==> config.mk <==
export PLATFORM = sky130hd
export DESIGN_NAME = button_gesture_classifier_flat
export DESIGN_NICKNAME = d
export VERILOG_FILES = /design/src/hw/rtl/bgc_pkg.sv /design/src/hw/rtl/bgc_if.sv /design/src/hw/rtl/bgc_front.sv /design/src/hw/rtl/bgc_queue.sv /design/src/hw/rtl/bgc_back.sv /design/src/hw/rtl/button_gesture_classifier.sv /design/src/flat_wrapper.sv
export VERILOG_INCLUDE_DIRS = /design/src /design/src/hw/rtl
export SDC_FILE = /design/constraint.sdc
export NUM_CORES = 1
export LEC_CHECK = 0
export ABC_AREA = 1
export BUFFER_PORTS_ARGS = -buffer_cell sky130_fd_sc_hd__buf_2
export CAP_MARGIN = 20
export CORE_UTILIZATION = 58
export DETAILED_ROUTE_END_ITERATION = 10
export GPL_TIMING_DRIVEN = 0
export PLACE_DENSITY = 0.83
export REMOVE_ABC_BUFFERS = 1
export SYNTH_ARGS = -nofsm -noshare
export SYNTH_HDL_FRONTEND = slang
export SYNTH_SLANG_ARGS = --single-unit
==> constraint.sdc <==
create_clock -name clk -period 3.3 [get_ports clk]
set_clock_uncertainty 0.2 [all_clocks]
set_input_delay 0.495 -clock clk [delete_from_list [all_inputs] [get_ports clk]]
set_output_delay 0.495 -clock clk [all_outputs]
set_load 0.02 [all_outputs]
==> src/hw/rtl/assert_macros.svh <==
// assertion macros used by the top-level rtl file
`ifndef ASSERT_MACROS_SVH
`define ASSERT_MACROS_SVH

`ifndef SYNTH

// same-cycle implication
`define BGC_ASSERT_IMP(label, ck, rs_n, ante, cons) \
    label: assert property (@(posedge ck) disable iff (!(rs_n)) (ante) |-> (cons)) \
        else $error("assertion failed");

// next-cycle implication
`define BGC_ASSERT_NXT(label, ck, rs_n, ante, cons) \
    label: assert property (@(posedge ck) disable iff (!(rs_n)) (ante) |=> (cons)) \
        else $error("assertion failed");

`else

`define BGC_ASSERT_IMP(label, ck, rs_n, ante, cons)

`define BGC_ASSERT_NXT(label, ck, rs_n, ante, cons)

`endif

`endif

==> src/hw/rtl/bgc_pkg.sv <==
// shared types and constants of the button gesture classifier
`default_nettype none

package bgc_pkg;

    localparam int unsigned CFG_DATA_W = 16;
    localparam int unsigned CFG_IDX_W  = 3;
    localparam int unsigned TIME_W     = 32;

    typedef logic [1:0] kind_t;

    localparam kind_t KIND_CLICK  = 2'd0;
    localparam kind_t KIND_DOUBLE = 2'd1;
    localparam kind_t KIND_LONG   = 2'd2;
    localparam kind_t KIND_LONGER = 2'd3;

    localparam logic [CFG_IDX_W-1:0] REG_CLICK_MIN      = 3'd0;
    localparam logic [CFG_IDX_W-1:0] REG_CLICK_MAX      = 3'd1;
    localparam logic [CFG_IDX_W-1:0] REG_LONG_MIN       = 3'd2;
    localparam logic [CFG_IDX_W-1:0] REG_LONG_MAX       = 3'd3;
    localparam logic [CFG_IDX_W-1:0] REG_LONGER_MIN     = 3'd4;
    localparam logic [CFG_IDX_W-1:0] REG_LONGER_MAX     = 3'd5;
    localparam logic [CFG_IDX_W-1:0] REG_DOUBLE_WINDOW  = 3'd6;
    localparam logic [CFG_IDX_W-1:0] REG_HANDLER_ENABLE = 3'd7;

    typedef struct packed {
        logic [15:0] click_min;
        logic [15:0] click_max;
        logic [15:0] long_min;
        logic [15:0] long_max;
        logic [15:0] longer_min;
        logic [15:0] longer_max;
        logic [15:0] double_window;
        logic [3:0]  handler_enable;
    } cfg_t;

    localparam cfg_t CFG_RESET = '{
        click_min:      16'd20,
        click_max:      16'd500,
        long_min:       16'd1000,
        long_max:       16'd3000,
        longer_min:     16'd3001,
        longer_max:     16'd10000,
        double_window:  16'd300,
        handler_enable: 4'd13
    };

    // one token per accepted sample: an optional pending bit to raise
    typedef struct packed {
        logic  set_valid;
        kind_t set_kind;
    } token_t;

    typedef struct packed {
        logic full;
        logic empty;
    } q_status_t;

endpackage

`default_nettype wire

==> src/hw/rtl/bgc_if.sv <==
// handshake interfaces for the sample and gesture channels
`default_nettype none

interface bgc_sample_if;
    logic valid;
    logic ready;
    logic button_level;

    modport source (output valid, output button_level, input ready);
    modport sink (input valid, input button_level, output ready);
endinterface

interface bgc_gesture_if;
    import bgc_pkg::*;

    logic       valid;
    logic       ready;
    logic       event_valid;
    kind_t      event_kind;
    logic [3:0] pending_mask;

    modport source (output valid, output event_valid, output event_kind,
                    output pending_mask, input ready);
    modport sink (input valid, input event_valid, input event_kind,
                  input pending_mask, output ready);
endinterface

`default_nettype wire

==> src/hw/rtl/bgc_front.sv <==
// front end: tick counter, gesture state machine and hold classification
`default_nettype none

module bgc_front (
    input  wire logic           clk,
    input  wire logic           rst_n,
    input  wire bgc_pkg::cfg_t  cfg,
    bgc_sample_if.sink          sample,
    input  wire logic           q_full,
    output logic                push,
    output bgc_pkg::token_t     push_token
);
    import bgc_pkg::*;

    localparam logic [2:0] ST_IDLE      = 3'd0;
    localparam logic [2:0] ST_PRESSED   = 3'd1;
    localparam logic [2:0] ST_RELEASED  = 3'd2;
    localparam logic [2:0] ST_IDENTIFY  = 3'd3;
    localparam logic [2:0] ST_EV_CLICK  = 3'd4;
    localparam logic [2:0] ST_EV_DOUBLE = 3'd5;
    localparam logic [2:0] ST_EV_LONG   = 3'd6;
    localparam logic [2:0] ST_EV_LONGER = 3'd7;

    function automatic logic in_window(input logic [TIME_W-1:0] v,
                                       input logic [15:0] lo,
                                       input logic [15:0] hi);
        logic [TIME_W-1:0] lo_w;
        logic [TIME_W-1:0] hi_w;
        lo_w = {{(TIME_W-16){1'b0}}, lo};
        hi_w = {{(TIME_W-16){1'b0}}, hi};
        return (v >= lo_w) && (v <= hi_w);
    endfunction

    logic [2:0]        state_reg, state_next;
    logic [TIME_W-1:0] tick_reg;
    logic [TIME_W-1:0] press_start_reg, press_start_next;
    logic [TIME_W-1:0] hold_reg, hold_next;
    logic [TIME_W-1:0] last_click_reg, last_click_next;
    logic [TIME_W-1:0] since_click;
    logic              accept;

    assign sample.ready = !q_full;
    assign accept       = sample.valid && !q_full;
    assign push         = accept;
    assign since_click  = tick_reg - last_click_reg;

    always_comb
    begin
        state_next        = state_reg;
        press_start_next  = press_start_reg;
        hold_next         = hold_reg;
        last_click_next   = last_click_reg;
        push_token        = '0;
        case (state_reg)
            ST_IDLE:
            begin
                if (sample.button_level)
                begin
                    press_start_next = tick_reg;
                    state_next       = ST_PRESSED;
                end
            end
            ST_PRESSED:
            begin
                if (!sample.button_level)
                begin
                    hold_next  = tick_reg - press_start_reg;
                    state_next = ST_RELEASED;
                end
            end
            ST_RELEASED:
            begin
                // first matching window wins
                if (in_window(hold_reg, cfg.click_min, cfg.click_max))
                    state_next = ST_IDENTIFY;
                else if (in_window(hold_reg, cfg.long_min, cfg.long_max))
                    state_next = ST_EV_LONG;
                else if (in_window(hold_reg, cfg.longer_min, cfg.longer_max))
                    state_next = ST_EV_LONGER;
                else
                    state_next = ST_IDLE;
            end
            ST_IDENTIFY:
            begin
                if (since_click > {{(TIME_W-16){1'b0}}, cfg.double_window})
                begin
                    last_click_next = tick_reg;
                    state_next      = ST_EV_CLICK;
                end
                else
                begin
                    state_next = ST_EV_DOUBLE;
                end
            end
            ST_EV_CLICK, ST_EV_DOUBLE, ST_EV_LONG, ST_EV_LONGER:
            begin
                // event codes map onto kinds by their low bits
                push_token.set_valid = 1'b1;
                push_token.set_kind  = state_reg[1:0];
                state_next           = ST_IDLE;
            end
            default:
            begin
                state_next = ST_IDLE;
            end
        endcase
    end

    always_ff @(posedge clk or negedge rst_n)
    begin
        if (!rst_n)
        begin
            state_reg       <= ST_IDLE;
            tick_reg        <= '0;
            press_start_reg <= '0;
            hold_reg        <= '0;
            last_click_reg  <= '0;
        end
        else if (accept)
        begin
            state_reg       <= state_next;
            tick_reg        <= tick_reg + TIME_W'(1);
            press_start_reg <= press_start_next;
            hold_reg        <= hold_next;
            last_click_reg  <= last_click_next;
        end
    end

endmodule

`default_nettype wire

==> src/hw/rtl/bgc_queue.sv <==
// two-entry token queue between front and back
`default_nettype none

module bgc_queue (
    input  wire logic              clk,
    input  wire logic              rst_n,
    input  wire logic              push,
    input  wire bgc_pkg::token_t   push_token,
    input  wire logic              pop,
    output bgc_pkg::token_t        pop_token,
    output bgc_pkg::q_status_t     status
);
    import bgc_pkg::*;

    token_t     entry_reg [2];
    logic       wr_ptr_reg;
    logic       rd_ptr_reg;
    logic [1:0] count_reg;

    assign pop_token    = entry_reg[rd_ptr_reg];
    assign status.full  = (count_reg == 2'd2);
    assign status.empty = (count_reg == 2'd0);

    always_ff @(posedge clk)
    begin
        if (push)
            entry_reg[wr_ptr_reg] <= push_token;
    end

    always_ff @(posedge clk or negedge rst_n)
    begin
        if (!rst_n)
        begin
            wr_ptr_reg <= 1'b0;
            rd_ptr_reg <= 1'b0;
            count_reg  <= 2'd0;
        end
        else
        begin
            if (push)
                wr_ptr_reg <= !wr_ptr_reg;
            if (pop)
                rd_ptr_reg <= !rd_ptr_reg;
            if (push && !pop)
                count_reg <= count_reg + 2'd1;
            else if (pop && !push)
                count_reg <= count_reg - 2'd1;
        end
    end

endmodule

`default_nettype wire

==> src/hw/rtl/bgc_back.sv <==
// back end: pending event bits, priority dispatch and output register
`default_nettype none

module bgc_back (
    input  wire logic              clk,
    input  wire logic              rst_n,
    input  wire logic [3:0]        handler_enable,
    input  wire bgc_pkg::token_t   token,
    input  wire logic              q_empty,
    output logic                   pop,
    bgc_gesture_if.source          gesture
);
    import bgc_pkg::*;

    logic       out_valid_reg;
    logic       ev_valid_reg, ev_valid_next;
    kind_t      kind_reg, kind_next;
    logic [3:0] mask_reg;
    logic [3:0] pending_reg, pending_next;
    logic [3:0] pend_set;
    logic [3:0] ready_bits;

    // load a new beat when the output slot is free or being emptied
    assign pop = !q_empty && (!out_valid_reg || gesture.ready);

    always_comb
    begin
        pend_set = pending_reg;
        if (token.set_valid)
            pend_set[token.set_kind] = 1'b1;
        ready_bits    = pend_set & handler_enable;
        ev_valid_next = |ready_bits;
        kind_next     = KIND_CLICK;
        // lowest enabled pending bit wins
        for (int i = 3; i >= 0; i--)
        begin
            if (ready_bits[i])
                kind_next = kind_t'(i);
        end
        pending_next = pend_set;
        if (ev_valid_next)
            pending_next[kind_next] = 1'b0;
    end

    always_ff @(posedge clk or negedge rst_n)
    begin
        if (!rst_n)
        begin
            out_valid_reg <= 1'b0;
            pending_reg   <= '0;
        end
        else if (pop)
        begin
            out_valid_reg <= 1'b1;
            pending_reg   <= pending_next;
        end
        else if (gesture.ready)
        begin
            out_valid_reg <= 1'b0;
        end
    end

    always_ff @(posedge clk)
    begin
        if (pop)
        begin
            ev_valid_reg <= ev_valid_next;
            kind_reg     <= kind_next;
            mask_reg     <= pending_next;
        end
    end

    assign gesture.valid        = out_valid_reg;
    assign gesture.event_valid  = ev_valid_reg;
    assign gesture.event_kind   = kind_reg;
    assign gesture.pending_mask = mask_reg;

endmodule

`default_nettype wire

==> src/hw/rtl/button_gesture_classifier.sv <==
// top level of the button gesture classifier
`default_nettype none

// Button gesture classifier. Each sample beat is one tick of the debounced
// button level; each beat yields exactly one gesture beat, in order, carrying
// the dispatched event (click, double click, long press, long-long press) and
// the pending bits left over. The block takes one sample per clock cycle
// when the gesture side keeps up; a gesture beat passes from its sample beat
// through the front state machine into the two-entry token queue, then
// through the dispatch stage into the output register.
// Sample ready depends only on the token queue having room, so a stalled
// gesture side backs up through the queue before the sample side stalls.
// Configuration registers are written through cfg_we/cfg_index/cfg_data and
// should only be changed while no beats are in flight.
module button_gesture_classifier (
    input  wire logic                              clk,
    input  wire logic                              rst_n,
    bgc_sample_if.sink                             sample,
    bgc_gesture_if.source                          gesture,
    input  wire logic                              cfg_we,
    input  wire logic [bgc_pkg::CFG_IDX_W-1:0]     cfg_index,
    input  wire logic [bgc_pkg::CFG_DATA_W-1:0]    cfg_data
);
    import bgc_pkg::*;

`include "assert_macros.svh"

    cfg_t      cfg_reg;
    logic      push;
    token_t    push_token;
    logic      pop;
    token_t    pop_token;
    q_status_t q_status;

    always_ff @(posedge clk or negedge rst_n)
    begin
        if (!rst_n)
        begin
            cfg_reg <= CFG_RESET;
        end
        else if (cfg_we)
        begin
            case (cfg_index)
                REG_CLICK_MIN:      cfg_reg.click_min      <= cfg_data;
                REG_CLICK_MAX:      cfg_reg.click_max      <= cfg_data;
                REG_LONG_MIN:       cfg_reg.long_min       <= cfg_data;
                REG_LONG_MAX:       cfg_reg.long_max       <= cfg_data;
                REG_LONGER_MIN:     cfg_reg.longer_min     <= cfg_data;
                REG_LONGER_MAX:     cfg_reg.longer_max     <= cfg_data;
                REG_DOUBLE_WINDOW:  cfg_reg.double_window  <= cfg_data;
                REG_HANDLER_ENABLE: cfg_reg.handler_enable <= cfg_data[3:0];
                default: ;
            endcase
        end
    end

    bgc_front u_front (
        .clk        (clk),
        .rst_n      (rst_n),
        .cfg        (cfg_reg),
        .sample     (sample),
        .q_full     (q_status.full),
        .push       (push),
        .push_token (push_token)
    );

    bgc_queue u_queue (
        .clk        (clk),
        .rst_n      (rst_n),
        .push       (push),
        .push_token (push_token),
        .pop        (pop),
        .pop_token  (pop_token),
        .status     (q_status)
    );

    bgc_back u_back (
        .clk            (clk),
        .rst_n          (rst_n),
        .handler_enable (cfg_reg.handler_enable),
        .token          (pop_token),
        .q_empty        (q_status.empty),
        .pop            (pop),
        .gesture        (gesture)
    );

    // a dispatched kind is always enabled and cleared from the pending bits
    `BGC_ASSERT_IMP(a_dispatch_enabled, clk, rst_n, gesture.valid && gesture.event_valid, cfg_reg.handler_enable[gesture.event_kind])
    `BGC_ASSERT_IMP(a_dispatch_cleared, clk, rst_n, gesture.valid && gesture.event_valid, !gesture.pending_mask[gesture.event_kind])
    // no dispatch reports kind click
    `BGC_ASSERT_IMP(a_idle_kind, clk, rst_n, gesture.valid && !gesture.event_valid, gesture.event_kind == KIND_CLICK)
    // a token pushed into an empty queue is there next cycle
    `BGC_ASSERT_NXT(a_queue_fill, clk, rst_n, push && q_status.empty, !q_status.empty)

endmodule

`default_nettype wire
==> src/flat_wrapper.sv <==
// flat-port wrapper written by rule: the top's interface ports become plain ports
module button_gesture_classifier_flat import bgc_pkg::*;
  (clk, rst_n, cfg_we, cfg_index, cfg_data, sample_valid, sample_button_level, sample_ready, gesture_valid, gesture_event_valid, gesture_event_kind, gesture_pending_mask, gesture_ready);
  bgc_sample_if sample_i ();
  bgc_gesture_if gesture_i ();
  input  wire logic clk;
  input  wire logic rst_n;
  input  wire logic cfg_we;
  input  wire logic [bgc_pkg::CFG_IDX_W-1:0] cfg_index;
  input  wire logic [bgc_pkg::CFG_DATA_W-1:0] cfg_data;
  input wire logic [$bits(sample_i.valid)-1:0] sample_valid;
  input wire logic [$bits(sample_i.button_level)-1:0] sample_button_level;
  output wire logic [$bits(sample_i.ready)-1:0] sample_ready;
  output wire logic [$bits(gesture_i.valid)-1:0] gesture_valid;
  output wire logic [$bits(gesture_i.event_valid)-1:0] gesture_event_valid;
  output wire logic [$bits(gesture_i.event_kind)-1:0] gesture_event_kind;
  output wire logic [$bits(gesture_i.pending_mask)-1:0] gesture_pending_mask;
  input wire logic [$bits(gesture_i.ready)-1:0] gesture_ready;
  assign sample_i.valid = sample_valid;
  assign sample_i.button_level = sample_button_level;
  assign sample_ready = sample_i.ready;
  assign gesture_valid = gesture_i.valid;
  assign gesture_event_valid = gesture_i.event_valid;
  assign gesture_event_kind = gesture_i.event_kind;
  assign gesture_pending_mask = gesture_i.pending_mask;
  assign gesture_i.ready = gesture_ready;
  button_gesture_classifier u_core (.clk(clk), .rst_n(rst_n), .sample(sample_i), .gesture(gesture_i), .cfg_we(cfg_we), .cfg_index(cfg_index), .cfg_data(cfg_data));
endmodule
**Word level (Yosys, flattened, before mapping)**

Memory sizes are Yosys's and may differ from the RTL's.
Cells that the tools add are included.

- Register bits: 263
- RAM bits: 6
- Bits of input ports: 25
- Output and inout port bits: 9
- Word-level logic and storage cells: 120
- Memories kept: 1

- $add $sub $neg: 5
- Magnitude comparators: 11
- Equal/unequal tests: 17
- Muxes and demuxes: 24
- Bitwise gates (word level): 5
- Reductions and logical operators: 36

Memory list:

| memory | words | bits a word | read ports | clocked after memory_dff | write ports | RTL line | text |
|---|---|---|---|---|---|---|---|
| u_core.u_queue.entry_reg | 2 | 3 | 1 | 0 | 1 | bgc_queue.sv:15 | `token_t entry_reg [2];` |

Operator list:

| kind | number |
|---|---|
| $ge A32 B16 Y1 | 3 |
| $le A32 B16 Y1 | 3 |
| $sub A32 B32 Y32 | 2 |
| $add A32 B1 Y32 const B | 1 |
| $gt A32 B16 Y1 | 1 |
| $eq A3 B3 Y1 const B | 8 |
| $mux W3 | 6 |
| $reduce_and A2 Y1 | 8 |
| $pmux W3 S5 | 1 |
| $eq A3 B2 Y1 const B | 4 |
| $mux W2 | 6 |
| $reduce_and A3 Y1 | 4 |
| $logic_and A1 B1 Y1 | 9 |
| $and A4 B4 Y4 | 2 |
| $mux W4 | 2 |
| $reduce_or A4 Y1 | 2 |
| $logic_not A1 Y1 | 7 |
| $mux W1 | 7 |
| $eq A3 B1 Y1 const B | 2 |
| $logic_not A3 Y1 | 2 |
| $lt A2 B3 Y1 const B | 2 |
| $demux W1 S2 | 2 |
| $ge A2 B1 Y1 const B | 2 |
| $ne A2 B2 Y1 const B | 2 |
| 9 further kinds | 10 |

**Longest topological paths before layout**

Gate-level depths: netlist (run 1).
An unclocked memory read counts as a cell.

- Depth after elaboration: 19
- Depth in mapped cells: 26
- Depth with buffers taken out: 25

**By module**

Synthesis (run 1) repeated with hierarchy kept, for this count alone.

- Cell total of the unflattened synthesis: 2586
- Area total of the unflattened synthesis: 18487.7 um^2

Modules (own cells, without submodules):

| module | instances | cells an instance | area an instance (um^2) | seq. area each (um^2) |
|---|---|---|---|---|
| bgc_front | 1 | 1973 | 12867.3 | 3278.1 |
| button_gesture_classifier | 1 | 517 | 4625.7 | 2954.1 |
| bgc_back | 1 | 62 | 574.3 | 335.3 |
| bgc_queue | 1 | 34 | 420.4 | 280.3 |

**Worst setup path after synthesis (run 1)**

OpenSTA, ideal clock, no wires.

- Path type: reg-to-reg
- Start point: reg u_core.u_front.tick_reg[0]
- End point: reg u_core.u_front.last_click_reg[10]
- Setup time: 0.117 ns
- Arrival time: 3.108 ns
- Required time: 2.983 ns
- Path slack: -0.125 ns
- Stages on the path, launching flop included: 23
- Path buffers: 1
- Period minus slack after synthesis: 3.425 ns
- Cell sequence: dfrtp_1 > inv_1 > ha_1 > fa_1 > inv_1 > nand3_1 > nand2_1 > nand3_1 > nand3b_1 > xor2_1 > ha_1 > nand2_1 > nor3_1 > nand3_1 > nand2_1 > nand2_1 > nor2_1 > nand3_1 > nor2_1 > nand3_2 > buf_2 > nand3_1 > nand2_1

- Longest elaborated chain between the ends: 3

Ends and longest elaborated chain:

| item | RTL line | text |
|---|---|---|
| start, declared | bgc_front.sv:35 | `logic [TIME_W-1:0] tick_reg;` |
| start signal, assigned | bgc_front.sv:122 | `tick_reg <= tick_reg + TIME_W'(1);` |
| $sub A32 B32 Y32 | bgc_front.sv:45 | `assign since_click = tick_reg - last_click_reg;` |
| $gt A32 B16 Y1 | bgc_front.sv:85 | `if (since_click > {{(TIME_W-16){1'b0}}, cfg.double_window})` |
| $reduce_and A3 Y1 (no line) | -- |  |
| end signal, assigned | bgc_front.sv:125 | `last_click_reg <= last_click_next;` |
| end, declared | bgc_front.sv:38 | `logic [TIME_W-1:0] last_click_reg, last_click_next;` |

No other way between the ends.
A chain may end at the register's enable or synchronous reset.

**Worst setup path in the final report (run 1)**

- Start point: reg u_core.u_front.last_click_reg[6]
- End point: reg u_core.u_front.last_click_reg[9]

- Longest elaborated chain between the ends: 3

Ends and longest elaborated chain:

| item | RTL line |
|---|---|
| $sub A32 B32 Y32 | bgc_front.sv:45 |
| $gt A32 B16 Y1 | bgc_front.sv:85 |
| $reduce_and A3 Y1 (no line) | -- |

No other way between the ends.

==> results of run 1 <==
-- timing repair --
action                                  4_1_cts  5_1_grt
hold endpoints to repair                     61        0
pin swaps                                    44       24
endpoints found under the setup margin       34       48
gates cloned                                  6        1
setup buffers                                38        5
gates resized for setup                     100       54
hold buffers                                  6        0
-- where the power goes --
group	internal (mW)	total (mW)	switching, mW
sequential	4.30	5.04	0.734
combinational	4.18	11.3	7.08
clock	2.22	3.64	1.42
-- kinds of logic after synthesis --
family	synth area share, %
compound gates	11.04
xor+xnor	3.237
fa+ha+maj	12.37
buf+inv	10.07
flops	37.78
mux	0.06212
simple gates	25.45
-- cells in the final DEF, fill, tap and decap left out, types with 42 or more instances in the layout --
| cell type | synthesis | routed |
|---|---|---|
| nand2_1 | 754 | 700 |
| inv_1 | 425 | 419 |
| o21ai_0 | 213 | 209 |
| dfrtp_1 | 215 | 201 |
| ha_1 | 176 | 161 |
| nor2_1 | 150 | 143 |
| a21oi_1 | 120 | 113 |
| nand3_1 | 111 | 93 |
| nand2_2 | 5 | 51 |
| buf_4 | 0 | 42 |
-- per-stage QoR --
step	instances	power [mW]	setup TNS (ns)
final	2987	19.93	-22.41
after global routing	2987	21.45	-25.35
after CTS	2979	19.08	-11.30
after detailed placement	2875	14.32	-57.14
after global placement	2868	13.90	-837.66
after floorplan	2439	11.88	-48.23
-- layout make-up --
type	count	area share, %
Tap cell	396	2.358
Clock inverter	13	1.018
Inverter	434	7.754
Sequential cell	269	32.68
Timing Repair Buffer	93	3.811
Clock buffer	41	4.103
Multi-Input combinational cell	1741	48.28
-- critical path: stages, from the launching register on --
cell and delay (ns):
dfrtp_1 0.42, inv_1 0.12, ha_4 0.23, nand2_1 0.09, nand2_2 0.08, inv_1 0.11
nand2_1 0.10, nand2_1 0.09, nand3b_1 0.24, xor2_2 0.26, ha_4 0.31, nand4_1 0.13
nor3_4 0.24, nand3_2 0.14, nand2_4 0.12, nand2_2 0.06, nor2_2 0.11, nand3_2 0.10
nor2_4 0.16, nand3_4 0.13, buf_12 0.20, buf_16 0.14, nand3_2 0.07, nand2_1 0.06
-- layer usage --
layer | track usage (%) | routed length, um | vias to the layer above
met5 | 0 | 0 | -
met4 | 16.07 | 2648 | 0
met3 | 5.237 | 3240 | 212
met2 | 52.99 | 24080 | 698
met1 | 38.32 | 20910 | 7834
li1 | - | - | 8039
-- final timing paths --
kind | from | endpoint | slack [ns] | depth (start not counted)
max | u_core.u_front.last_click_reg[6] | u_core.u_front.last_click_reg[9] | -0.72 | 23
min | cfg_data[15] | u_core.cfg_reg[115] | 0.14 | 3
max reg2reg | u_core.u_front.last_click_reg[6] | u_core.u_front.last_click_reg[9] | -0.72 | 23
min reg2reg | u_core.u_front.last_click_reg[30] | u_core.u_front.last_click_reg[30] | 0.27 | 2
max in group asynchronous | rst_n | u_core.u_front.tick_reg[10] | 1.27 | 4
min in group asynchronous | rst_n | u_core.cfg_reg[72] | 0.26 | 2
==> impl_metrics.ini, run 1 <==
[synthesis]
ys_seq_area_share_pct = 37.78
synth_top_cell_by_area = dfrtp_1
async_flop_share_pct = 95.17
yosysWarnings = 0
synth_common_cells = nand2_1 (754), inv_1 (425), dfrtp_1 (215), o21ai_0 (213), ha_1 (176)
synth.most_common_cell = nand2_1
synth-seq-cells = 269
synth_edf_count = 13
synthCells = 2484
ys_types = 47
synthFlopType = dfrtp_1
syn-cell-area_um2 = 18130
synth_area_leaders = dfrtp_1 (30%), nand2_1 (16%), ha_1 (12%), inv_1 (8.8%), dfstp_2 (5.9%)
syn_area_per_cell_um2 = 7.298
synth_top_cell_area_share_pct = 29.68

[grt]
grt_pass1_wl_um = 79380
grt_use_total_pct = 31.32
grt_max_degree = 99
grt_pass1_vias = 16054
grt-ovfl-total = 0
antenna_found_initial = 0

[cells_and_area]
final_nets = 2771
fin_area_um2 = 21010
syn_to_final_growth_pct = 15.90
fillers = 2311
largest_reg_flops = 116
multiInputGateArea_um2 = 10140
drive_gt1_share_pct = 13.74
final_util_pct = 68.51
diodes = 0
regArea_um2 = 6865

[timing]
tightest_slew_ns = 1.071
drv_slew = 0
period_needed_ns = 4.025
hold_violations = 0
rsz0062_at_grt = yes
period_share_pct = 122.0
slew_headroom_pct = 28.44
hold_slack_ns = 0.1441
clock.fmax_ghz = 0.2485
layout_setup_ws_ns = -0.7249
setup_viol = 33

[floorplanning]
start_util_pct = 59.11
rows = 64
die-area_um2 = 31970
die-width_um = 178.8
die_h_um = 178.8
coreArea_um2 = 30670
io_pins = 34

[setup_path]
worstSetupPathType = flop to flop
path_max_fanout = 8
start_kind = flop
worstPathRequired_ns = 3.56
endpoint_kind = flop
arrival_ns = 4.28

[drt]
drc = 0
avgViaCountPerCell = 5.619
initialDrtViolationCount = 1771
dr.pass1.iters = 9
vias = 16783
wl_per_cell_um = 17.03
antenna_left = 0
wirelength_um = 50880

[clock_network]
cts.path.max_buffers = 3
tritoncts = yes
numClockSinks = 269
insertion_delay_ns = 0.59
cts_buffers = 29
cts-htree-levels = 1
clk_pin_slew_ns = 0.07
cts_root_buf = clkbuf_16

[place]
detailedPlace.worstSlack_ns = -1.789
hpwl_um = 34010
place_area_um2 = 18730
portBuffers = 33
gp_congestion = 0.9258

[power_and_ir_drop]
cellPowerDensity_nw_per_um2 = 948.7
peakVddDrop_mv = 0.5470
p_leak_nw = 11.12

[run_status]
violations = negative setup slack
status = finished with violations

[job]
maxCapViolCount = 0

[worst_hold_path]
hold_path.class = input pin to flop
No activity file was read; power rests on OpenSTA's default activity.
==> inputs of run 2 (changes only) <==
- CORE_UTILIZATION: 58 -> 60
- CTS_BUF_LIST: default -> sky130_fd_sc_hd__clkbuf_8
- PLACE_DENSITY: 0.83 -> 0.86
==> run 2 against run 1 <==
Net effect:
- the flow finishes with violations (design-rule violations, negative setup slack)
- worst hold slack got worse by 0.0012 ns
- wire length decreased by 1.1%
- sequential power is essentially flat
- clock power is 15% lower
- count of clock-buffer cells in the layout grew 9
- critical path type unchanged
- critical endpoint is now u_core.u_front.last_click_reg[11]
- largest power group unchanged
==> impl_metrics.ini, run 2 (synthesis results as in run 1) <==
[clock_network]
numClockSinks = 269
clk_pin_slew_ns = 0.06
tritoncts = yes
insertion_delay_ns = 0.58
cts_root_buf = clkbuf_8
cts.path.max_buffers = 3
cts-htree-levels = 2
cts_buffers = 45

[grt]
grt_pass1_wl_um = 78990
grt_max_degree = 98
grt_pass1_vias = 16234
grt_use_total_pct = 31.70
grt-ovfl-total = 0
antenna_found_initial = 0

[floorplanning]
die-width_um = 175.8
io_pins = 34
coreArea_um2 = 29720
rows = 63
die-area_um2 = 30910
start_util_pct = 61.00
die_h_um = 175.8

[place]
place_area_um2 = 18710
portBuffers = 33
detailedPlace.worstSlack_ns = -1.698
hpwl_um = 33670
place_inst = 2868
gp_congestion = 0.9556

[timing]
slew_headroom_pct = 29.70
layout_setup_ws_ns = -0.8450
rsz0062_at_grt = yes
hold_violations = 0
clock.fmax_ghz = 0.2413
tightest_slew_ns = 1.052
period_needed_ns = 4.145
drv_slew = 0
period_share_pct = 125.6
setup_viol = 33

[power_and_ir_drop]
netSwitchingFraction_pct = 47.29
power.switching_mw = 9.122
power_mw = 19.29
peakVddDrop_mv = 0.4214
p_comb_share_pct = 58.0
internal-power_mw = 10.17
cellPowerDensity_nw_per_um2 = 934.1
clkPwrFrac_pct = 15.9
p_leak_nw = 11.07
power.share.sequential_pct = 26.0

[drt]
wirelength_um = 50300
vias = 16826
antenna_left = 0
wl_per_cell_um = 16.74
drc = 1
dr.pass1.iters = 11
initialDrtViolationCount = 1529
avgViaCountPerCell = 5.601

[cells_and_area]
final_cell_mix = nand2_1 (729), inv_1 (437), o21ai_0 (209)
diodes = 0
final_nets = 2782
final_util_pct = 69.49
final_common_cell = nand2_1
fin_area_um2 = 20650
largest_reg_flops = 116
final_cells = 3004
drive_gt1_share_pct = 12.74
syn_to_final_growth_pct = 13.91

[setup_path]
worst_r2r_path_depth = 22
endpoint_kind = flop
arrival_ns = 4.38
path_max_fanout = 8
start_kind = flop
worstSetupPathType = flop to flop
worstPathRequired_ns = 3.54

[worst_hold_path]
holdPathStages = 3
hold_path.class = input pin to flop

[run_status]
status = finished with violations
violations = design-rule violations, negative setup slack

[job]
maxCapViolCount = 0
run 2: path summary, 6_finish.rpt:
path / start / endpoint / slack [ns]
max: u_core.u_front.tick_reg[0] / u_core.u_front.last_click_reg[11] / -0.84
min: cfg_data[8] / u_core.cfg_reg[108] / 0.14
max reg2reg: u_core.u_front.tick_reg[0] / u_core.u_front.last_click_reg[11] / -0.84
min reg2reg: u_core.u_front.last_click_reg[30] / u_core.u_front.last_click_reg[30] / 0.27
max in group asynchronous: rst_n / u_core.u_front.tick_reg[14] / 1.76
min in group asynchronous: rst_n / u_core.cfg_reg[27] / 0.27
run 2: through the flow:
stage	setup TNS, ns	hold slack [ns]
3_3_place_gp	-820.18	0.2537
2_1_floorplan	-48.23	-0.0005910
6_report	-21.26	0.1429
4_1_cts	-12.19	0.1238
3_5_place_dp	-54.19	0.2579
5_1_grt	-23.21	0.1479
run 2: cell type report:
type | count | area, um^2
inverters | 434 | 1629
multi-input cells | 1741 | 10010
repair buffers | 88 | 734.5
flip-flops and latches | 269 | 6865
clock inverters | 32 | 230.2
fillers | 2252 | 9067
well taps | 390 | 488.0
clock buffers | 50 | 688.2
run 2: per-layer routing:
metal | vias to the layer above | track usage (%) | part of all wire [%]
met4 | 0 | 17.54 | 5.9
met5 | - | 0 | 0
met1 | 7829 | 39.41 | 41
met2 | 684 | 53.18 | 46
met3 | 237 | 4.416 | 6.4
li1 | 8076 | - | -
run 2: power groups by stage:
stage / Combinational [mW] / Clock [mW] / Sequential, mW
floorplan: 7.00 / 0 / 4.88
global placement: 8.81 / 0 / 5.02
detailed placement: 9.27 / 0 / 5.06
CTS: 10.2 / 3.08 / 4.98
global route: 12.4 / 3.25 / 5.09
finish: 11.2 / 3.08 / 5.02
run 2: critical path: stages (launching register included):
cell	delay, ns
dfrtp_1	0.40
inv_2	0.08
ha_4	0.17
fa_2	0.41
inv_2	0.10
nand3_2	0.08
nand2_2	0.11
nand3_2	0.06
nand3b_1	0.17
xor2_1	0.11
ha_1	0.34
nand2_2	0.09
nor3_2	0.20
nand3_1	0.11
nand2_2	0.15
nand2_2	0.07
nor2_2	0.12
nand3_2	0.09
nor2_4	0.16
buf_12	0.13
nand3_2	0.28
nand3_1	0.26
nand2_1	0.09
run 2: timing repair:
item,4_1_cts,5_1_grt
pin swaps,26,30
endpoints found under the hold margin,54,0
cloned,4,2
resized for setup,65,47
endpoints found under the setup margin,33,49
hold buffers,6,0
buffers inserted,33,8
